--- src/sv/pih_pkg.sv ---
package pih_pkg;

  localparam int MAX_VERTICES = 256;
  localparam int CNT_W = $clog2(MAX_VERTICES + 1);
  localparam int IDX_W = $clog2(MAX_VERTICES);

  localparam logic [1:0] CMD_CLEAR  = 2'd0;
  localparam logic [1:0] CMD_APPEND = 2'd1;
  localparam logic [1:0] CMD_QUERY  = 2'd2;

  typedef struct packed {
    logic [1:0]         cmd;
    logic signed [31:0] point_x;
    logic signed [31:0] point_y;
    logic [30:0]        radius;
  } in_item_t;

  typedef struct packed {
    logic       inside_res;
    logic       near;
    logic [7:0] nearest_index;
    logic [8:0] vertex_count;
    logic       overflowed;
  } out_item_t;

  typedef enum logic [1:0] {
    ST_IDLE,
    ST_RUN,
    ST_DRAIN,
    ST_DONE
  } state_t;

  // control that travels with one vertex slot into the evaluation pipeline
  typedef struct packed {
    logic             start;
    logic             edge_ok;
    logic             dist_ok;
    logic [IDX_W-1:0] idx;
  } step_t;

endpackage

--- src/sv/pih_cell.sv ---
module pih_cell import pih_pkg::*; (
  input  logic               clk,
  input  logic               shift_en,
  input  logic signed [31:0] nb_x,
  input  logic signed [31:0] nb_y,
  input  logic               wr_en,
  input  logic signed [31:0] wr_x,
  input  logic signed [31:0] wr_y,
  output logic signed [31:0] x_r,
  output logic signed [31:0] y_r
);

  always_ff @(posedge clk) begin
    if (wr_en) begin
      x_r <= wr_x;
      y_r <= wr_y;
    end else if (shift_en) begin
      x_r <= nb_x;
      y_r <= nb_y;
    end
  end

endmodule

--- config.mk ---
export PLATFORM = sky130hd
export DESIGN_NAME = pih_cell
export DESIGN_NICKNAME = d
export VERILOG_FILES = /design/src/sv/pih_pkg.sv /design/src/sv/pih_cell.sv
export SDC_FILE = /design/constraint.sdc
export NUM_CORES = 1
export LEC_CHECK = 0
export BUFFER_PORTS_ARGS = -buffer_cell sky130_fd_sc_hd__buf_2
export CORE_MARGIN = 2
export CORE_UTILIZATION = 42
export DETAILED_ROUTE_END_ITERATION = 10
export HOLD_SLACK_MARGIN = 0.03
export PLACE_DENSITY = 0.81
export SYNTH_ARGS = -nofsm -noshare
export SYNTH_HDL_FRONTEND = slang
export SYNTH_SLANG_ARGS = --single-unit
--- constraint.sdc ---
create_clock -name clk -period 2.9 [get_ports clk]
set_input_delay 0.145 -clock clk [delete_from_list [all_inputs] [get_ports clk]]
set_output_delay 0.145 -clock clk [all_outputs]
set_load 0.05 [all_outputs]
==> results of run 1 <==
-- kinds of logic (layout without fill, tap and decap cells) --
logic type | count (synthesis) | after routing | share of synthesized area
buffers and inverters | 7 | 211 | 0.0250
AND/OR/NAND/NOR | 1 | 1 | 0.00215
multiplexers | 64 | 64 | 0.311
flip-flops | 64 | 64 | 0.661
-- synth_stat cells --
| cell type | number | share of area |
|---|---|---|
| buf_2 | 1 | 0.0017 |
| buf_6 | 6 | 0.023 |
| edfxtp_1 | 64 | 0.66 |
| mux2_2 | 15 | 0.058 |
| mux2_4 | 49 | 0.25 |
| or2_1 | 1 | 0.0022 |
-- power breakdown --
group	internal [W]	switching, W
combinational	0.000225	0.000482
sequential	0.00114	0.0000246
clock	0.000477	0.000317
-- state kept, by name, summed over array words and instances (netlist names) --
signal and flops:
y_r 32, x_r 32
-- cell type report --
type / count / area (µm²)
Tap cell: 80 / 100
Multi-Input combinational cell: 65 / 911
Clock buffer: 11 / 131
Timing Repair Buffer: 196 / 1000
Sequential cell: 64 / 1920
Clock inverter: 4 / 70.1
Fill cell: 537 / 2620
-- stage by stage --
step / worst slack, ns / instances / cell area, µm² / util
6_report: 1.37 / 420 / 4140 / 0.612
5_1_grt: 1.29 / 420 / 4140 / 0.612
4_1_cts: 1.34 / 420 / 4140 / 0.612
3_5_place_dp: 1.00 / 405 / 3930 / 0.582
3_3_place_gp: 1.07 / 405 / 3930 / 0.582
2_1_floorplan: 0.581 / 136 / 2910 / -
-- critical path, delay by kind of cell --
kind / cells / cell delay (ns)
buffers and inverters: 2 / 0.67
and+or+nand+nor: 1 / 0.69
-- metal layers --
metal,GRT usage,wire (µm),vias to the layer above
met4,0.102,125,0
met1,0.177,2380,949
met5,0,0,-
met3,0.0578,555,12
met2,0.282,3510,113
li1,-,-,934
-- path summary, 6_finish.rpt --
check | end | slack [ns] | start | cells past startpoint
min | y_r[29]$_DFFE_PP_ | 0.11 | nb_y[29] | 2
max | x_r[5]$_DFFE_PP_ | 1.37 | wr_en | 3
==> metrics, run 1 <==
status=complete, no violations; Fin. Hold Viols=0; Tot Pwr=roughly 0.0027 W; worst hold path class=in -> reg; Max VDD drop=0.309 mV; Final period util=0.528; Total GRT Usage=0.166; most frequent cells in the layout=buf_2 (193), edfxtp_1 (64), mux2_4 (49); die width=87.2 µm; CTS tree=yes; Post-Syn Area=approximately 2900 µm²; Core ar.=6760 µm²; Vias/cell=4.78; synthesized area per cell=around 21 µm²; hold-fix buffers at CTS=0; commonest non-fill, non-tap cell in the layout=buf_2; post-CTS sizing=0; Ant. Diodes=0; CP required=2.91 ns; DIE HEIGHT=87.2 µm; P&R area growth vs syn=42.3%; antenna violations before repair=0; Min Hold Slack=0.113 ns; DIE AREA=7600 µm²; slowest stage delay, CP=0.69 ns; leak pwr=2.00 nW; CTS max path bufs=2; vias=about 2000; Detailed Route WL=roughly 6600 µm; WS Path Type=in -> reg; worst-path cell chain=buf_4, or2_2, buf_12; clock sinks=64; Std-Cell Rows=30; RSZ-0062 raised after global routing=no; Synth Register Bits=64; Post-Syn Nets=~270; global route overflow=0; drt pass-1 iters=4; max-capacitance violation count=0; RePlAce Congestion=0.712; sum of negative setup slack=0 ns; Worst-Margin Slew=0.750 ns; CP Max Fanout=34; f_max=0.653 GHz; slew margin rel.=0.500; Root Buffer=clkbuf_8; CTS clk-pin slew, worst paths=0.07 ns; I/O Pins=195; critical path's slowest cell=or2_2; H-tree Lvls=3; PwrDens=644 nW/µm²; max-slew violation count=0; Netlist cell types=6; post-CTS setup repair buffer count=0; WL per Instance=15.6 µm; pin count of the biggest net entering global routing=39; sequential share of the synthesized area=0.661; input/output buffers=194; vias in the first global route=1931; Cells after Synth=136; fin crit period=1.53 ns; antenna-violating nets left=0; first-pass GRT wire length=9210 µm; crit path DAT=1.55 ns; CP Capture Type=register; 1st-iter DRT viols=52; Startpoint Class=input port; Starting Density=0.430; final setup vio count=0; Layout Nets=~470; # DRC=0; cts bufs inserted=9; Ys Warns=0; fraction of layout cells with a size suffix above 1=0.806
Note: power is estimated with default switching activity, not from simulation.
==> run 2: changes to the inputs <==
==> constraint.sdc (replaced) <==
create_clock -name clk -period 1.5 [get_ports clk]
set_input_delay 0.075 -clock clk [delete_from_list [all_inputs] [get_ports clk]]
set_output_delay 0.075 -clock clk [all_outputs]
set_load 0.05 [all_outputs]
==> metrics, run 2 (synthesis results as in run 1) <==
DIE AREA=7600 µm²; PwrDens=1120 nW/µm²; input/output buffers=194; Core ar.=6760 µm²; global route overflow=0; antenna-violating nets left=0; I/O Pins=a little under 200; leak pwr=about 2.1 nW; Std-Cell Rows=30; hold-fix buffers at CTS=15; RSZ-0062 raised after global routing=no; hold_sp=wr_x[17]; commonest non-fill, non-tap cell in the layout=buf_2; RePlAce Congestion=0.759; post-CTS setup repair buffer count=0; vias=2039; fraction of layout cells with a size suffix above 1=0.760; Root Buffer=clkbuf_8; vias in the first global route=2086; die width=87.2 µm; sum of negative setup slack=0 ns; # DRC=0; CP required=about 1.6 ns; Total GRT Usage=0.176; f_max=roughly 0.68 GHz; 1st-iter DRT viols=45; Vias/cell=4.64; CTS tree=yes; post-CTS sizing=0; worst hold path class=in -> reg; drt pass-1 iters=3; CTS clk-pin slew, worst paths=0.07 ns; Max VDD drop=0.479 mV; slew margin rel.=0.734; CP Capture Type=register; antenna violations before repair=0; Layout Nets=487; pin count of the biggest net entering global routing=34; most frequent cells in the layout=buf_2 (193), edfxtp_1 (64), mux2_4 (49); CTS max path bufs=2; first-pass GRT wire length=9800 µm; cts bufs inserted=9; P&R area growth vs syn=48.0%; WS Path Type=in -> reg; Tot Pwr=0.00482 W; clock sinks=64; max-capacitance violation count=0; fin crit period=1.47 ns; Final period util=0.981; status=complete, no violations; CP Max Fanout=1; WHS Endpoint=x_r[17]$_DFFE_PP_; Starting Density=0.430; Detailed Route WL=6770 µm; Worst-Margin Slew=approximately 0.4 ns; biggest regs=x_r x32, y_r x32; fill count=522; WL per Instance=15.4 µm; Post-DP HPWL=roughly 5000 µm; Ant. Diodes=0; DIE HEIGHT=87.2 µm; final setup vio count=0; max-slew violation count=0; hold path cells=2; Startpoint Class=input port; crit path DAT=between 1.5 and 2 ns; H-tree Lvls=3; Fin. Hold Viols=0
-- run 2: changes by cell type in the layout (fill, tap and decap cells not counted) --
cell / before / now
clkbuf_1: 2 / 3
clkinv_2: 2 / 1
bufinv_16: 2 / 0
or2_2: 1 / 0
buf_12: 1 / 3
or2_4: 0 / 1
clkinv_1: 0 / 1
dlygate4sd3_1: 0 / 18
-- run 2: metrics by stage --
| step | worst slack (ns) | instances | instance area, µm² | hold WS [ns] | util |
|---|---|---|---|---|---|
| detailed placement | 0.306 | 407 | 3980 | 0.378 | 0.589 |
| global placement | 0.335 | 407 | 3980 | 0.376 | 0.589 |
| CTS | 0.0894 | 436 | 4270 | 0.0305 | 0.632 |
| finish | 0.0281 | 439 | 4300 | 0.0466 | 0.636 |
| global route | 0.0137 | 439 | 4300 | 0.0301 | 0.636 |
| floorplan | 0.197 | 136 | 2910 | 0.292 | - |
-- run 2: worst max path at each step --
stage | from | to | depth (start not counted)
2_1_floorplan | wr_en | x_r[0]$_DFFE_PP_ | 3
3_3_place_gp | wr_en | x_r[31]$_DFFE_PP_ | 3
3_5_place_dp | wr_en | x_r[29]$_DFFE_PP_ | 3
4_1_cts | nb_y[22] | y_r[22]$_DFFE_PP_ | 4
5_1_grt | nb_y[22] | y_r[22]$_DFFE_PP_ | 4
6_report | nb_y[22] | y_r[22]$_DFFE_PP_ | 4
-- run 2: worst max-delay path, cell delays in order --
cell	delay, ns
dlygate4sd3_1	0.56
buf_2	0.12
mux2_4	0.25
dlygate4sd3_1	0.54
-- run 2: area by class of cell --
cell class	count	area, µm²	share of cell area
Sequential cell	64	1920	0.447
Clock inverter	2	8.76	0.00204
Timing Repair Buffer	216	1220	0.284
Multi-Input combinational cell	65	913	0.212
Clock buffer	12	135	0.0314
Tap cell	80	100	0.0233
-- run 2: routing by layer --
layer | up-vias | global-route usage | routed length [µm]
met5 | - | 0 | 0
met4 | 0 | 0.0839 | 151
met3 | 14 | 0.0578 | 672
met2 | 138 | 0.305 | 3450
met1 | 916 | 0.194 | 2490
li1 | 971 | - | -
-- run 2: report_power, final --
group	switching, W	internal (W)
combinational	0.000940	0.000480
clock	0.000580	0.000574
sequential	0.0000455	0.00220
total	0.00157	0.00325
==> run 3: changes to the inputs <==
--- a/config.mk
+++ b/config.mk
@@ -7,10 +7,10 @@
 export LEC_CHECK = 0
 export BUFFER_PORTS_ARGS = -buffer_cell sky130_fd_sc_hd__buf_2
 export CORE_MARGIN = 2
-export CORE_UTILIZATION = 42
+export CORE_UTILIZATION = 40
 export DETAILED_ROUTE_END_ITERATION = 10
 export HOLD_SLACK_MARGIN = 0.03
-export PLACE_DENSITY = 0.81
+export PLACE_DENSITY = 0.83
 export SYNTH_ARGS = -nofsm -noshare
 export SYNTH_HDL_FRONTEND = slang
 export SYNTH_SLANG_ARGS = --single-unit
==> constraint.sdc (replaced) <==
create_clock -name clk -period 1.7 [get_ports clk]
set_input_delay 0.085 -clock clk [delete_from_list [all_inputs] [get_ports clk]]
set_output_delay 0.085 -clock clk [all_outputs]
set_load 0.05 [all_outputs]
==> metrics, run 3 (synthesis results as in run 1) <==
status=complete, no violations; CP required=1.62 ns; Std-Cell Rows=31; I/O Pins=195; Total GRT Usage=0.150; vias=1983; WS Path Type=reg -> out; placed cell area=3980 µm²; H-tree Lvls=3; Final period util=0.604; biggest regs=x_r x32, y_r x32; clock sinks=64; final setup vio count=0; global route overflow=0; fin crit period=1.03 ns; antenna violations before repair=0; Core ar.=a little over 7000 µm²; max-slew violation count=0; worst-path cell chain=buf_2; # DRC=0; Finished Cell Area=4220 µm²; Worst path depth=1; Min Hold Slack=0.0488 ns; leak pwr=2.02 nW; post-CTS sizing=0; RSZ-0062 raised after global routing=no; DIE HEIGHT=89.2 µm; Worst-Margin Slew=0.497 ns; die width=89.2 µm; CP Launch Point=x_r[31]$_DFFE_PP_; CP Max Fanout=1; first-pass GRT wire length=8760 µm; Starting Density=0.407; vias in the first global route=approximately 1900; 1st-iter DRT viols=62; RePlAce Congestion=0.668; max-capacitance violation count=0; Root Buffer=clkbuf_8; input/output buffers=194; CTS clk-pin slew, worst paths=0.07 ns; fill count=a little over 600; DIE AREA=7960 µm²; most frequent cells in the layout=buf_2 (193), edfxtp_1 (64), mux2_4 (49); PwrDens=1120 nW/µm²; crit path DAT=roughly 0.94 ns; Crit path buffers/inverters=1; slowest stage delay, CP=0.34 ns; WL per Instance=14.4 µm; crit-path leading delay family=flip-flops; pin count of the biggest net entering global routing=between 50 and 60; critical path's slowest cell=edfxtp_1; Max VDD drop=around 0.47 mV; CTS tree=yes; CP Capture Type=output pin; Ant. Diodes=0; Layout Nets=469; f_max=0.974 GHz; fin worst setup slack=~0.67 ns; slew margin rel.=0.669; Setup crit end=x_r[31]; Startpoint Class=register; Detailed Route WL=6360 µm; P&R area growth vs syn=45.3%; Vias/cell=4.49; Post-DP HPWL=about 4800 µm; CTS max path bufs=2; cts bufs inserted=9; fraction of layout cells with a size suffix above 1=0.805; worst hold path class=in -> reg; antenna-violating nets left=0; Setup WS pre-CTS=0.410 ns; commonest non-fill, non-tap cell in the layout=buf_2; drt pass-1 iters=2; sum of negative setup slack=0 ns; Fin. Hold Viols=0
run 3: cell types whose count changed in the layout (fill, tap and decap cells not counted), sizes merged:
| cell | change |
|---|---|
| dlygate4sd3 | -17 |
| bufinv | +3 |
| clkbuf | -3 |
| buf | -1 |
| clkinv | +1 |
| clkinvlp | +1 |
run 3: power breakdown:
part / internal (W) / switching, W
clock: 0.000961 / 0.000569
combinational: 0.000390 / 0.000816
sequential: 0.00194 / 0.0000409
run 3: area by class of cell:
| cell class | instances | area (µm²) | area share |
|---|---|---|---|
| Timing Repair Buffer | 198 | 1030 | 0.244 |
| Tap cell | 99 | 124 | 0.0293 |
| Clock inverter | 7 | 110 | 0.0261 |
| Multi-Input combinational cell | 65 | 911 | 0.216 |
| Sequential cell | 64 | 1920 | 0.455 |
| Clock buffer | 9 | 124 | 0.0293 |
run 3: repair_timing:
action                    CTS  global route
setup buffers               0             0
hold endpoints to repair    1             0
hold buffers                1             0
run 3: how the worst min path moves through the flow:
stage	from	endpoint	slack, ns	depth (start not counted)
after floorplan	wr_x[0]	x_r[0]$_DFFE_PP_	0.30	1
after global placement	nb_x[3]	x_r[3]$_DFFE_PP_	0.38	2
after detailed placement	nb_x[18]	x_r[18]$_DFFE_PP_	0.39	2
after CTS	wr_y[8]	y_r[8]$_DFFE_PP_	0.03	2
after global routing	wr_y[16]	y_r[16]$_DFFE_PP_	0.03	2
final	nb_x[18]	x_r[18]$_DFFE_PP_	0.05	2
run 3: through the flow:
stage / utilization / instances / total power (W)
2_1_floorplan: - / 136 / 0.00289
3_3_place_gp: 0.557 / 425 / 0.00320
4_1_cts: 0.592 / 442 / 0.00476
3_5_place_dp: 0.557 / 425 / 0.00323
5_1_grt: 0.592 / 442 / 0.00489
6_report: 0.592 / 442 / 0.00471
run 3: layer usage:
| layer | vias up | GRT usage | part of all wire |
|---|---|---|---|
| met5 | - | 0 | 0 |
| met4 | 0 | 0.0841 | 0.019 |
| met3 | 11 | 0.0526 | 0.10 |
| met2 | 112 | 0.265 | 0.52 |
| met1 | 920 | 0.154 | 0.36 |
| li1 | 940 | - | - |
